$ cat src/hdl/ip6p_pkg.sv
// Shared types, character codes and helpers for the IPv6 text address parser.
`timescale 1ns / 1ps

package ip6p_pkg;

  localparam int NumBytes = 16;

  // Character codes.
  localparam logic [7:0] CharNul   = 8'h00;
  localparam logic [7:0] CharColon = 8'h3a;
  localparam logic [7:0] CharDot   = 8'h2e;
  localparam logic [7:0] CharZero  = 8'h30;
  localparam logic [7:0] CharNine  = 8'h39;
  localparam logic [7:0] CharLowA  = 8'h61;
  localparam logic [7:0] CharLowF  = 8'h66;
  localparam logic [7:0] CharUpA   = 8'h41;
  localparam logic [7:0] CharUpF   = 8'h46;

  // Link-local prefix bytes.
  localparam logic [7:0] LinkLocalB0 = 8'hfe;
  localparam logic [7:0] LinkLocalB1 = 8'h80;

  localparam logic [8:0] OctetMax = 9'd255;
  localparam logic [8:0] DecSat   = 9'd256;
  localparam logic [3:0] DecRadix = 4'd10;

  typedef enum logic [2:0] {
    PH_START,
    PH_LEAD,
    PH_HEX,
    PH_QUAD,
    PH_ERR
  } phase_e;

  // Parser state as it stands after the last character of one address.
  typedef struct packed {
    logic [NumBytes-1:0][7:0] bytes;
    logic [4:0]               wpos;
    logic [4:0]               gpos;
    logic                     gap;
    logic [15:0]              group;
    logic                     hex_seen;
    logic [2:0]               qcnt;
    logic                     q_seen;
    phase_e                   phase;
  } snap_t;

  typedef struct packed {
    logic [63:0] hi;
    logic [63:0] lo;
    logic        ok;
  } result_t;

  // {is_hex_digit, value}
  function automatic logic [4:0] hex_digit(input logic [7:0] c);
    logic [4:0] r;
    r = 5'd0;
    if (c >= CharZero && c <= CharNine) begin
      r = {1'b1, 4'(c - CharZero)};
    end else if (c >= CharLowA && c <= CharLowF) begin
      r = {1'b1, 4'(c - CharLowA + 8'd10)};
    end else if (c >= CharUpA && c <= CharUpF) begin
      r = {1'b1, 4'(c - CharUpA + 8'd10)};
    end
    return r;
  endfunction

endpackage

$ cat src/hdl/ip6p_char_if.sv
// Character channel: one text character and its end-of-text flag per word.
`timescale 1ns / 1ps

interface ip6p_char_if;
  logic       valid;
  logic       ready;
  logic [7:0] text_char;
  logic       end_of_text;

  modport source (output valid, output text_char, output end_of_text, input ready);
  modport sink   (input valid, input text_char, input end_of_text, output ready);
endinterface

$ cat src/hdl/ip6p_half_if.sv
// Result channel: one 64-bit half of the binary address per word.
`timescale 1ns / 1ps

interface ip6p_half_if;
  logic        valid;
  logic        ready;
  logic [63:0] address_half;
  logic        is_low_half;
  logic        address_valid;

  modport source (output valid, output address_half, output is_low_half,
                  output address_valid, input ready);
  modport sink   (input valid, input address_half, input is_low_half,
                  input address_valid, output ready);
endinterface

$ cat src/hdl/ip6p_step.sv
// Per-character parser: accumulators, byte store and parse phase.
`timescale 1ns / 1ps

module ip6p_step (
  input  logic           clk_i,
  input  logic           rst_ni,
  input  logic           take_i,
  input  logic [7:0]     char_i,
  input  logic           last_i,
  output ip6p_pkg::snap_t snap_o
);
  import ip6p_pkg::*;

  logic [NumBytes-1:0][7:0] bytes_q, bytes_d;
  logic [4:0]  wpos_q, wpos_d;
  logic [4:0]  gpos_q, gpos_d;
  logic        gap_q, gap_d;
  logic [15:0] group_q, group_d;
  logic        hex_seen_q, hex_seen_d;
  logic [8:0]  dec_q, dec_d;
  logic        all_dec_q, all_dec_d;
  phase_e      phase_q, phase_d;
  logic [2:0]  qcnt_q, qcnt_d;
  logic        qseen_q, qseen_d;
  logic        ended_q, ended_d;

  logic [4:0]  hd;
  logic        is_dec;
  logic [11:0] dec_mul;
  logic [2:0]  qn;
  logic        wa_en, wb_en;
  logic [3:0]  wa_idx, wb_idx;
  logic [7:0]  wa_dat, wb_dat;

  assign hd      = hex_digit(char_i);
  assign is_dec  = hd[4] && (hd[3:0] < DecRadix);
  // dec * 10 + digit
  assign dec_mul = {dec_q, 3'b000} + {2'b00, dec_q, 1'b0} + {8'd0, hd[3:0]};

  always_comb begin
    wpos_d     = wpos_q;
    gpos_d     = gpos_q;
    gap_d      = gap_q;
    group_d    = group_q;
    hex_seen_d = hex_seen_q;
    dec_d      = dec_q;
    all_dec_d  = all_dec_q;
    phase_d    = phase_q;
    qcnt_d     = qcnt_q;
    qseen_d    = qseen_q;
    ended_d    = ended_q;
    qn         = qcnt_q;
    wa_en      = 1'b0;
    wb_en      = 1'b0;
    wa_idx     = wpos_q[3:0];
    wb_idx     = wpos_q[3:0] + 4'd1;
    wa_dat     = group_q[15:8];
    wb_dat     = group_q[7:0];

    if (!ended_q && phase_q != PH_ERR) begin
      if (char_i == CharNul) begin
        ended_d = 1'b1;   // text ends here, state frozen until the last word
      end else begin
        unique case (phase_q) inside
          PH_START, PH_HEX: begin
            if (phase_q == PH_START && char_i == CharColon) begin
              phase_d = PH_LEAD;
            end else begin
              phase_d = PH_HEX;
              if (hd[4]) begin
                if (group_q[15:12] != 4'd0) begin
                  phase_d = PH_ERR;
                end else begin
                  group_d    = {group_q[11:0], hd[3:0]};
                  hex_seen_d = 1'b1;
                  if (is_dec) begin
                    dec_d = (dec_mul > {3'b000, DecSat}) ? DecSat : dec_mul[8:0];
                  end else begin
                    all_dec_d = 1'b0;
                  end
                end
              end else if (char_i == CharColon) begin
                if (!hex_seen_q) begin
                  if (gap_q) begin
                    phase_d = PH_ERR;
                  end else begin
                    gap_d  = 1'b1;
                    gpos_d = wpos_q;
                  end
                end else if (wpos_q > 5'd14) begin
                  phase_d = PH_ERR;
                end else begin
                  wa_en  = 1'b1;
                  wb_en  = 1'b1;
                  wpos_d = wpos_q + 5'd2;
                end
                if (phase_d != PH_ERR) begin
                  group_d    = 16'd0;
                  hex_seen_d = 1'b0;
                  dec_d      = 9'd0;
                  all_dec_d  = 1'b1;
                end
              end else if (char_i == CharDot && wpos_q <= 5'd12 && hex_seen_q &&
                           all_dec_q && dec_q <= OctetMax) begin
                // first octet of a dotted-quad tail
                wa_en   = 1'b1;
                wa_dat  = dec_q[7:0];
                qcnt_d  = 3'd1;
                qseen_d = 1'b0;
                dec_d   = 9'd0;
                phase_d = PH_QUAD;
              end else begin
                phase_d = PH_ERR;
              end
            end
          end
          PH_LEAD: begin
            if (char_i == CharColon) begin
              gap_d      = 1'b1;
              gpos_d     = 5'd0;
              group_d    = 16'd0;
              hex_seen_d = 1'b0;
              dec_d      = 9'd0;
              all_dec_d  = 1'b1;
              phase_d    = PH_HEX;
            end else begin
              phase_d = PH_ERR;
            end
          end
          PH_QUAD: begin
            if (is_dec) begin
              if (dec_mul > {3'b000, OctetMax}) begin
                phase_d = PH_ERR;
              end else if (!qseen_q && qcnt_q >= 3'd4) begin
                phase_d = PH_ERR;
              end else begin
                qn      = qseen_q ? qcnt_q : qcnt_q + 3'd1;
                dec_d   = dec_mul[8:0];
                qcnt_d  = qn;
                qseen_d = 1'b1;
                wa_en   = 1'b1;
                wa_idx  = wpos_q[3:0] + {1'b0, qn} - 4'd1;
                wa_dat  = dec_mul[7:0];
              end
            end else if (char_i == CharDot && qseen_q) begin
              if (qcnt_q >= 3'd4) begin
                phase_d = PH_ERR;
              end else begin
                dec_d   = 9'd0;
                qseen_d = 1'b0;
              end
            end else begin
              phase_d = PH_ERR;
            end
          end
          default: begin
          end
        endcase
      end
    end
  end

  always_comb begin
    bytes_d = bytes_q;
    for (int i = 0; i < NumBytes; i++) begin
      if (wa_en && wa_idx == 4'(i)) bytes_d[i] = wa_dat;
      if (wb_en && wb_idx == 4'(i)) bytes_d[i] = wb_dat;
    end
  end

  always_comb begin
    snap_o.bytes    = bytes_d;
    snap_o.wpos     = wpos_d;
    snap_o.gpos     = gpos_d;
    snap_o.gap      = gap_d;
    snap_o.group    = group_d;
    snap_o.hex_seen = hex_seen_d;
    snap_o.qcnt     = qcnt_d;
    snap_o.q_seen   = qseen_d;
    snap_o.phase    = phase_d;
  end

  // Byte store: every byte read at finish was written earlier in the same address.
  always_ff @(posedge clk_i) begin
    if (take_i) begin
      bytes_q <= bytes_d;
    end
  end

  always_ff @(posedge clk_i or negedge rst_ni) begin
    if (!rst_ni) begin
      wpos_q     <= 5'd0;
      gpos_q     <= 5'd0;
      gap_q      <= 1'b0;
      group_q    <= 16'd0;
      hex_seen_q <= 1'b0;
      dec_q      <= 9'd0;
      all_dec_q  <= 1'b1;
      phase_q    <= PH_START;
      qcnt_q     <= 3'd0;
      qseen_q    <= 1'b0;
      ended_q    <= 1'b0;
    end else if (take_i) begin
      if (last_i) begin
        wpos_q     <= 5'd0;
        gpos_q     <= 5'd0;
        gap_q      <= 1'b0;
        group_q    <= 16'd0;
        hex_seen_q <= 1'b0;
        dec_q      <= 9'd0;
        all_dec_q  <= 1'b1;
        phase_q    <= PH_START;
        qcnt_q     <= 3'd0;
        qseen_q    <= 1'b0;
        ended_q    <= 1'b0;
      end else begin
        wpos_q     <= wpos_d;
        gpos_q     <= gpos_d;
        gap_q      <= gap_d;
        group_q    <= group_d;
        hex_seen_q <= hex_seen_d;
        dec_q      <= dec_d;
        all_dec_q  <= all_dec_d;
        phase_q    <= phase_d;
        qcnt_q     <= qcnt_d;
        qseen_q    <= qseen_d;
        ended_q    <= ended_d;
      end
    end
  end

endmodule

$ cat src/hdl/ip6p_finish.sv
// End-of-text checks, gap expansion and link-local filter on a stored snapshot.
`timescale 1ns / 1ps

module ip6p_finish (
  input  ip6p_pkg::snap_t   snap_i,
  input  logic              reject_i,
  output ip6p_pkg::result_t res_o
);
  import ip6p_pkg::*;

  logic [NumBytes-1:0][7:0] b, t;
  logic [4:0] wp;
  logic [5:0] sh, lim;
  logic       ok;

  always_comb begin
    b  = snap_i.bytes;
    wp = snap_i.wpos;
    ok = 1'b1;

    case (snap_i.phase)
      PH_HEX: begin
        if (snap_i.hex_seen) begin
          // flush the open group
          if (wp > 5'd14) begin
            ok = 1'b0;
          end else begin
            b[wp[3:0]]         = snap_i.group[15:8];
            b[wp[3:0] + 4'd1]  = snap_i.group[7:0];
            wp                 = wp + 5'd2;
          end
        end else if (!(snap_i.gap && snap_i.gpos == wp)) begin
          ok = 1'b0;   // trailing single colon
        end
      end
      PH_QUAD: begin
        if (snap_i.qcnt != 3'd4 || !snap_i.q_seen) begin
          ok = 1'b0;
        end else begin
          wp = wp + 5'd4;
        end
      end
      default: ok = 1'b0;
    endcase

    sh  = 6'd16 - {1'b0, wp};
    lim = {1'b0, snap_i.gpos} + sh;
    t   = b;
    if (snap_i.gap) begin
      if (wp >= 5'd16 || snap_i.gpos > wp) ok = 1'b0;
      for (int i = 0; i < NumBytes; i++) begin
        if (6'(i) < {1'b0, snap_i.gpos}) begin
          t[i] = b[i];
        end else if (6'(i) < lim) begin
          t[i] = 8'd0;
        end else begin
          t[i] = b[4'(6'(i) - sh)];
        end
      end
    end else if (wp != 5'd16) begin
      ok = 1'b0;
    end

    if (reject_i && t[0] == LinkLocalB0 && t[1] == LinkLocalB1) ok = 1'b0;

    res_o.hi = 64'd0;
    res_o.lo = 64'd0;
    for (int i = 0; i < NumBytes / 2; i++) begin
      res_o.hi = {res_o.hi[55:0], t[i]};
      res_o.lo = {res_o.lo[55:0], t[i + NumBytes / 2]};
    end
    if (!ok) begin
      res_o.hi = 64'd0;
      res_o.lo = 64'd0;
    end
    res_o.ok = ok;
  end

endmodule

$ cat src/hdl/ip6p_resq.sv
// Two-entry result queue; sends each finished address as high then low half.
`timescale 1ns / 1ps

module ip6p_resq (
  input  logic            clk_i,
  input  logic            rst_ni,
  input  logic            push_i,
  input  ip6p_pkg::snap_t snap_i,
  input  logic            reject_i,
  output logic            full_o,
  output logic            valid_o,
  input  logic            ready_i,
  output logic [63:0]     half_o,
  output logic            low_o,
  output logic            ok_o
);
  import ip6p_pkg::*;

  snap_t      slot_q [2];
  logic       wr_ptr_q, rd_ptr_q;
  logic [1:0] cnt_q, cnt_d;
  logic       beat_q;
  logic       take, pop;
  result_t    res;

  assign full_o  = (cnt_q == 2'd2);
  assign valid_o = (cnt_q != 2'd0);
  assign take    = valid_o && ready_i;
  assign pop     = take && beat_q;

  ip6p_finish u_finish (
    .snap_i   (slot_q[rd_ptr_q]),
    .reject_i (reject_i),
    .res_o    (res)
  );

  assign half_o = beat_q ? res.lo : res.hi;
  assign low_o  = beat_q;
  assign ok_o   = res.ok;

  always_comb begin
    cnt_d = cnt_q;
    if (push_i && !pop)      cnt_d = cnt_q + 2'd1;
    else if (!push_i && pop) cnt_d = cnt_q - 2'd1;
  end

  always_ff @(posedge clk_i) begin
    if (push_i) begin
      slot_q[wr_ptr_q] <= snap_i;
    end
  end

  always_ff @(posedge clk_i or negedge rst_ni) begin
    if (!rst_ni) begin
      wr_ptr_q <= 1'b0;
      rd_ptr_q <= 1'b0;
      cnt_q    <= 2'd0;
      beat_q   <= 1'b0;
    end else begin
      cnt_q <= cnt_d;
      if (push_i) wr_ptr_q <= ~wr_ptr_q;
      if (pop)    rd_ptr_q <= ~rd_ptr_q;
      if (take)   beat_q   <= ~beat_q;
    end
  end

endmodule

$ cat src/hdl/ipv6_text_address_parser_unit.sv
// An address's high half is offered after its snapshot is stored in the result queue.
// The low half follows as soon as the high half is taken.
// Throughput: one character word per cycle; input stalls only while two addresses wait.
// Reset: asynchronous, active low; parser and queue empty, link-local rejection on.
`timescale 1ns / 1ps

module ipv6_text_address_parser_unit (
  input  logic               clk_i,
  input  logic               rst_ni,
  input  logic               cfg_we_i,
  input  logic               cfg_wdata_i,
  ip6p_char_if.sink          in_i,
  ip6p_half_if.source        out_o
);
  import ip6p_pkg::*;

  // Config: reject addresses beginning fe80 when set.
  logic  reject_q;
  logic  full;
  logic  take;
  snap_t snap;

  always_ff @(posedge clk_i or negedge rst_ni) begin
    if (!rst_ni) begin
      reject_q <= 1'b1;
    end else if (cfg_we_i) begin
      reject_q <= cfg_wdata_i;
    end
  end

  // A character word is taken whenever the result queue has room.
  assign in_i.ready = !full;
  assign take       = in_i.valid && !full;

  // Character stage: each word updates the accumulators and byte store;
  // the last word hands the post-update state to the queue.
  ip6p_step u_step (
    .clk_i  (clk_i),
    .rst_ni (rst_ni),
    .take_i (take),
    .char_i (in_i.text_char),
    .last_i (in_i.end_of_text),
    .snap_o (snap)
  );

  // Result stage: final checks and gap expansion on the queue head,
  // two words per address.
  ip6p_resq u_resq (
    .clk_i    (clk_i),
    .rst_ni   (rst_ni),
    .push_i   (take && in_i.end_of_text),
    .snap_i   (snap),
    .reject_i (reject_q),
    .full_o   (full),
    .valid_o  (out_o.valid),
    .ready_i  (out_o.ready),
    .half_o   (out_o.address_half),
    .low_o    (out_o.is_low_half),
    .ok_o     (out_o.address_valid)
  );

endmodule

$ cat src/flat_wrapper.sv
// flat-port wrapper written by rule: the top's interface ports become plain ports
module ipv6_text_address_parser_unit_flat import ip6p_pkg::*;
  (clk_i, rst_ni, cfg_we_i, cfg_wdata_i, in_i_valid, in_i_text_char, in_i_end_of_text, in_i_ready, out_o_valid, out_o_address_half, out_o_is_low_half, out_o_address_valid, out_o_ready);
  ip6p_char_if in_i_i ();
  ip6p_half_if out_o_i ();
  input  logic clk_i;
  input  logic rst_ni;
  input  logic cfg_we_i;
  input  logic cfg_wdata_i;
  input wire logic [$bits(in_i_i.valid)-1:0] in_i_valid;
  input wire logic [$bits(in_i_i.text_char)-1:0] in_i_text_char;
  input wire logic [$bits(in_i_i.end_of_text)-1:0] in_i_end_of_text;
  output wire logic [$bits(in_i_i.ready)-1:0] in_i_ready;
  output wire logic [$bits(out_o_i.valid)-1:0] out_o_valid;
  output wire logic [$bits(out_o_i.address_half)-1:0] out_o_address_half;
  output wire logic [$bits(out_o_i.is_low_half)-1:0] out_o_is_low_half;
  output wire logic [$bits(out_o_i.address_valid)-1:0] out_o_address_valid;
  input wire logic [$bits(out_o_i.ready)-1:0] out_o_ready;
  assign in_i_i.valid = in_i_valid;
  assign in_i_i.text_char = in_i_text_char;
  assign in_i_i.end_of_text = in_i_end_of_text;
  assign in_i_ready = in_i_i.ready;
  assign out_o_valid = out_o_i.valid;
  assign out_o_address_half = out_o_i.address_half;
  assign out_o_is_low_half = out_o_i.is_low_half;
  assign out_o_address_valid = out_o_i.address_valid;
  assign out_o_i.ready = out_o_ready;
  ipv6_text_address_parser_unit u_core (.clk_i(clk_i), .rst_ni(rst_ni), .cfg_we_i(cfg_we_i), .cfg_wdata_i(cfg_wdata_i), .in_i(in_i_i), .out_o(out_o_i));
endmodule
$ cat config.mk
export PLATFORM = sky130hd
export DESIGN_NAME = ipv6_text_address_parser_unit_flat
export DESIGN_NICKNAME = d
export VERILOG_FILES = /design/src/hdl/ip6p_pkg.sv /design/src/hdl/ip6p_char_if.sv /design/src/hdl/ip6p_half_if.sv /design/src/hdl/ip6p_step.sv /design/src/hdl/ip6p_finish.sv /design/src/hdl/ip6p_resq.sv /design/src/hdl/ipv6_text_address_parser_unit.sv /design/src/flat_wrapper.sv
export SDC_FILE = /design/constraint.sdc
export NUM_CORES = 1
export LEC_CHECK = 0
export BUFFER_PORTS_ARGS = -buffer_cell sky130_fd_sc_hd__buf_2
export CORE_ASPECT_RATIO = 0.5
export CORE_MARGIN = 8
export CORE_UTILIZATION = 55
export DETAILED_ROUTE_END_ITERATION = 8
export MAX_ROUTING_LAYER = met4
export PLACE_DENSITY_LB_ADDON = 0.08
export RECOVER_POWER = 25
export SETUP_SLACK_MARGIN = 0.05
export SLEW_MARGIN = 30
export SYNTH_ARGS = -nofsm -noshare
export SYNTH_HDL_FRONTEND = slang
export SYNTH_SLANG_ARGS = --single-unit
$ cat constraint.sdc
create_clock -name clk_i -period 16.5 [get_ports clk_i]
set_clock_uncertainty 0.05 [all_clocks]
set_input_delay 4.95 -clock clk_i [delete_from_list [all_inputs] [get_ports clk_i]]
set_output_delay 4.95 -clock clk_i [all_outputs]
set_load 0.05 [all_outputs]
==> results.cfg, run 1 <==
[synthesis]
synth_nets = 2954
async_flop_share_pct = 10.14
synth_ff_type = edfxtp_1
yosys.area_share.adder_pct = 2.099
netlist_instances = 2888
synthTopCellsByArea = edfxtp_1, mux2i_1, mux2_2, nand2_1, dfrtp_1
avgSynthCellArea_um2 = 10.90
synth_top_family_by_area = multiplexers
synth-compound-area-share_pct = 14.04
ys_ff_latch = 503
netlist_area_mm2 = 0.03148
synthMuxAreaShare_pct = 20.61
yosys_warnings = 0
yosys.area.top_type_share_pct = 43.12
yosys.area_share.simple_pct = 11.63
synthTopCellsByCount = edfxtp_1, mux2i_1, nand2_1
synth_enable_flop_cells = 452
yosysMostFrequentCell = edfxtp_1
yosys.cell_types.count = 100
yosysSeqAreaShare_pct = 47.19
synthXorXnorAreaFrac_pct = 1.057
yosys.area.top_type = edfxtp_1

[detailed_routing]
drtAntennaViolNets = 0
wl_um = 107100
vias_per_cell = 6.787
drt-wirelength-per-cell_um = 29.00
drt_iter0_drc = 3286
drc = 0
first_pass_iters = 6
vias = 25080

[grt]
antenna_found_initial = 4
overflow = 0
grt_pass1_wl_um = 155100
grt_max_degree = 78
grt_pass1_vias = 22780
grt.total_usage_pct = 32.38

[clocking]
cts_setup_buffers = 0
clk_latency_ns = 0.59
clock_sinks = 503
clockRootBuffer = clkbuf_16
path_clk_slew_ns = 0.06
cts_max_level = 2
ctsResizeCount = 0
cts_buffers = 44
cts_buffer_depth = 3
cts_tree = built
hold_buffers = 0

[cells_and_area]
final_core_util_pct = 59.98
fin_nets = 2957
syn_to_final_growth_pct = 8.499
drive_gt1_share_pct = 15.65

[timing]
fmax_ghz = 0.06416
tns_ns = 0
hold_slack_ns = 0.4525
rsz0062_at_grt = false
tightest_slew_ns = 4.579
setup_slack_ns = 0.9144
period_share_pct = 94.46
hold_viol = 0
slew_headroom_pct = -205.3
final-max-slew-violation-count = 326
min_period_ns = 15.59
setup-violations-final = 0

[outcome]
status = finished with violations
violations = capacitance limit, slew limit

[run]
maxCapViolCount = 6

[place]
gp_congestion = 1.020
portBuffers = 82
pre_cts_ws_ns = 2.010
place_hpwl_um = 78290

[critical_path]
critPathKind = reg2out
regToRegStartpoint = u_core.u_resq.cnt_q[0]$_DFFE_PN0P_
rr_endpoint = u_core.u_resq.slot_q[1][66]$_DFFE_PP_
reg2reg_depth = 6
worstSetupStartpointType = flip-flop
worst_ep_arrival_time_ns = 10.59
r2r_slack_ns = 6.83
path_max_fanout = 56
end_kind = primary output
required_ns = 11.50

[floorplanning]
initial_core_util_pct = 55.28
core_mm2 = 0.05694
pin_count = 83
die_area_mm2 = 0.06560
dieWidth_um = 354.3
std_cell_rows = 62
chipHeight_um = 185.2

[worst_hold_path]
min_path_type = reg2reg
hold_end = u_core.u_step.gpos_q[0]$_DFFE_PN0P_
min-delay-start = u_core.u_step.gpos_q[0]$_DFFE_PN0P_
min_path_cells = 1

[pwr]
p_total_mw = 5.776
p_leak_nw = 11.62
p_per_area_mw_per_mm2 = 169.1
vdd_drop_max_uv = 150.4
## area by class of cell
cell class	count	area (um^2)
diodes	1	2.502
clock inverters	25	289.0
inverters	54	207.7
multi-input cells	2136	15730
flip-flops and latches	503	14860
clock buffers	56	1177
well taps	768	960.9
repair buffers	152	928.4
fillers	4742	22790
## worst max-delay path, stage by stage (launching register included)
cell       delay [ns]
dfrtp_4          0.95
mux2i_4          0.33
buf_4            0.48
clkinv_2         0.80
ha_1             0.63
a211oi_1         0.28
a21oi_1          0.18
nor2_1           0.59
a21oi_4          0.05
buf_4            0.35
ha_1             0.32
xnor2_2          0.15
buf_4            0.40
inv_2            0.38
ha_1             0.44
xnor2_2          0.28
nor2_1           0.19
nand3_1          0.11
a211oi_2         0.60
a22oi_1          0.20
and4_1           0.27
o2111ai_1        0.15
nor4_4           0.09
buf_4            0.26
a2111oi_0        1.02
buf_2            0.42
## routing by layer
metal  global-route usage (%)  up-vias  share of wire [%]
met5                        -        -                  0
met3                    5.953      185                 10
met4                    7.696        0                2.7
met2                    46.14     1366                 42
met1                    47.84    12460                 45
li1                         -    11070                  -
## report_power, final
part	total (mW)	internal, mW	switching (mW)
clock network	1.06	0.591	0.474
logic	3.09	1.07	2.02
registers	1.62	1.55	0.0711
## cell families after synthesis
kind of cell,after synthesis
flops,503
simple gates,811
buf+inv,249
xor+xnor,35
compound gates,656
fa+ha+maj,51
mux,583
## cell usage in the layout (no fill, tap or decap), types with 47 or more instances in the layout
cell type / instances
a221oi_1: 59
nand3_1: 54
nor3_1: 51
buf_4: 64
mux2_2: 146
a22o_1: 51
nand2_1: 325
edfxtp_1: 452
dfrtp_1: 47
a211oi_1: 47
mux2i_1: 395
buf_2: 79
nor2_1: 214
a21oi_1: 125
o21ai_0: 183
## state kept, by name, summed over array words and instances, names as in the netlist
name                      cells
u_core.u_step.qcnt_q          3
u_core.u_resq.wr_ptr_q        1
u_core.u_step.phase_q         3
u_core.u_resq.rd_ptr_q        1
u_core.u_step.ended_q         1
u_core.u_step.dec_q           9
u_core.u_step.bytes_q       128
u_core.u_step.all_dec_q       1
u_core.reject_q               1
u_core.u_resq.low_o           1
u_core.u_step.qseen_q         1
u_core.u_step.group_q        16
u_core.u_step.gpos_q          5
u_core.u_resq.slot_q        324
u_core.u_step.wpos_q          4
u_core.u_step.hex_seen_q      1
u_core.u_step.gap_q           1
u_core.u_resq.cnt_q           2
## how the worst max path moves through the flow
stage	from	end	slack, ns	cells past startpoint
global route	u_core.u_resq.rd_ptr_q$_DFFE_PN0P_	out_o_address_half[56]	0.62	25
finish	u_core.u_resq.rd_ptr_q$_DFFE_PN0P_	out_o_address_half[56]	0.91	25
global placement	u_core.u_resq.rd_ptr_q$_DFFE_PN0P_	out_o_address_half[51]	2.12	25
CTS	u_core.u_resq.rd_ptr_q$_DFFE_PN0P_	out_o_address_half[56]	1.38	24
detailed placement	u_core.u_resq.rd_ptr_q$_DFFE_PN0P_	out_o_address_half[56]	2.01	24
floorplan	u_core.u_resq.rd_ptr_q$_DFFE_PN0P_	out_o_address_half[49]	1.85	31
## through the flow
stage / area (um^2) / std cells
floorplan: 31480 / 2888
global placement: 32650 / 3612
detailed placement: 32690 / 3613
CTS: 34160 / 3694
global route: 34150 / 3695
finish: 34150 / 3695
Note: power is estimated with default switching activity, not from simulation.
==> run 2, diff against run 1 <==
==> constraint.sdc (replaced) <==
create_clock -name clk_i -period 15.2 [get_ports clk_i]
set_clock_uncertainty 0.05 [all_clocks]
set_input_delay 4.56 -clock clk_i [delete_from_list [all_inputs] [get_ports clk_i]]
set_output_delay 4.56 -clock clk_i [all_outputs]
set_load 0.05 [all_outputs]
==> results.cfg, run 2 (synthesis gave the netlist of run 1 again) <==
[cells_and_area]
top_regs = u_core.u_resq.slot_q (324), u_core.u_step.bytes_q (128), u_core.u_step.group_q (16)
final_core_util_pct = 60.04
largest_reg_flops = 324
syn_to_final_growth_pct = 8.610
fin_nets = 2962
final_cells = 3700
final_common_cell = edfxtp_1
fill_cells = 4692
area.sequential_mm2 = 0.01486
top_register = u_core.u_resq.slot_q
mostFrequentLayoutCells = edfxtp_1, mux2i_1, nand2_1
drive_gt1_share_pct = 15.97
multi_input_comb_area_mm2 = 0.01572

[critical_path]
critical_path.max_stage_delay_ns = 0.85
r2r_slack_ns = 6.16
required_ns = 10.59
worstSetupStartpointType = flip-flop
path_max_fanout = 51
path_buf_inv = 6
crit_chain = mux2i_4 > buf_4 > clkinv_2 > ha_1 > a211oi_1 > a21oi_1 > nor2_1 > a21oi_4 > ha_2 > inv_2 > ha_1 > xnor2_1 > xor2_4 > buf_4 > mux4_2 > a21oi_1 > and4_1 > o2111ai_1 > nor4_4 > buf_4 > nor4_1 > buf_2
regToRegStartpoint = u_core.u_resq.cnt_q[0]$_DFFE_PN0P_
rr_endpoint = u_core.u_resq.slot_q[1][108]$_DFFE_PP_
critPathKind = reg2out
path_common_cell = buf_4
worst_ep_arrival_time_ns = 9.84
end_kind = primary output
crit_family = buffers and inverters
reg2reg_depth = 6
cpMaxStageDelayCell = clkinv_2

[timing]
fmax_ghz = 0.06922
period_share_pct = 95.04
slew_headroom_pct = -147.0
hold_viol = 0
tns_ns = 0
setup-violations-final = 0
min_period_ns = 14.45
tightest_slew_ns = 3.704
rsz0062_at_grt = false
final-max-slew-violation-count = 323

[place]
numPlacedInstances = 3618
place_hpwl_um = 79610
portBuffers = 82
gp_congestion = 1.009

[outcome]
status = finished with violations
violations = capacitance limit, slew limit

[worst_hold_path]
min-delay-start = u_core.u_resq.cnt_q[1]$_DFFE_PN0P_
hold_end = u_core.u_resq.cnt_q[1]$_DFFE_PN0P_
min_path_type = reg2reg
min_path_cells = 1

[run]
maxCapViolCount = 6

[clocking]
cts_tree = built
hold_buffers = 0
clock_sinks = 503
cts_max_level = 2
clockRootBuffer = clkbuf_16
cts_buffers = 44
cts_setup_buffers = 0
path_clk_slew_ns = 0.07
cts_buffer_depth = 3
clk_latency_ns = 0.60
ctsResizeCount = 0

[detailed_routing]
drt_iter0_drc = 3627
first_pass_iters = 6
drtAntennaViolNets = 0
drc = 0
drt-wirelength-per-cell_um = 29.23
wl_um = 108100
vias_per_cell = 6.835
vias = 25290

[pwr]
vdd_drop_max_uv = 216.3
p_per_area_mw_per_mm2 = 183.4
p_leak_nw = 11.65

[grt]
grt.total_usage_pct = 32.68
overflow = 0
antenna_found_initial = 4
grt_pass1_vias = 23010
grt_pass1_wl_um = 156400
grt_max_degree = 78

[floorplanning]
chipHeight_um = 185.2
core_mm2 = 0.05694
dieWidth_um = 354.3
std_cell_rows = 62
die_area_mm2 = 0.06560
initial_core_util_pct = 55.28
pin_count = 83
==> run 2: cell type report <==
class | instances | area share (%)
Multi-Input combinational cell | 2136 | 45.97
Clock buffer | 50 | 3.287
Antenna cell | 2 | 0.01464
Clock inverter | 30 | 1.036
Timing Repair Buffer | 157 | 2.818
Tap cell | 768 | 2.811
Sequential cell | 503 | 43.46
Inverter | 54 | 0.6076
==> run 2: power breakdown <==
part	internal (mW)	switching (mW)	total, mW
Sequential	1.68	0.0833	1.76
Clock	0.616	0.540	1.16
Combinational	1.16	2.20	3.35
==> run 2: stage by stage <==
step / hold WS, ns / power, mW / instance area (um^2) / setup slack, ns
5_1_grt: 0.4735 / 6.526 / 34190 / 0.3981
2_1_floorplan: 0.4051 / 4.163 / 31480 / 0.9383
3_3_place_gp: 0.4229 / 5.030 / 32690 / 2.020
3_5_place_dp: 0.4346 / 5.045 / 32730 / 1.982
6_report: 0.4480 / 6.270 / 34190 / 0.7533
4_1_cts: 0.4491 / 6.188 / 34200 / 1.348
==> run 2: worst register-to-register path: stages (launching register included) <==
cell,delay (ns)
dfrtp_1,0.42
nand2b_1,0.17
nand2_1,0.06
clkbuf_1,1.22
clkinvlp_2,3.37
and3_1,1.83
clkbuf_2,1.19
==> run 2: routing by layer <==
metal,vias up,track usage (%),share of wire (%)
li1,11090,-,-
met1,12550,48.12,44
met2,1457,46.83,42
met3,189,5.424,10
met4,0,8.517,2.8
met5,-,-,0
==> run 2: worst max-delay path by stage <==
stage                                                   from                endpoint  slack (ns)  depth (start not counted)
after global routing      u_core.u_resq.rd_ptr_q$_DFFE_PN0P_  out_o_address_half[40]        0.40                         22
after CTS                 u_core.u_resq.rd_ptr_q$_DFFE_PN0P_  out_o_address_half[26]        1.35                         21
final                     u_core.u_resq.rd_ptr_q$_DFFE_PN0P_  out_o_address_half[43]        0.75                         22
after global placement    u_core.u_resq.rd_ptr_q$_DFFE_PN0P_  out_o_address_half[49]        2.02                         22
after floorplan           u_core.u_resq.rd_ptr_q$_DFFE_PN0P_  out_o_address_half[49]        0.94                         31
after detailed placement  u_core.u_resq.rd_ptr_q$_DFFE_PN0P_  out_o_address_half[49]        1.98                         23
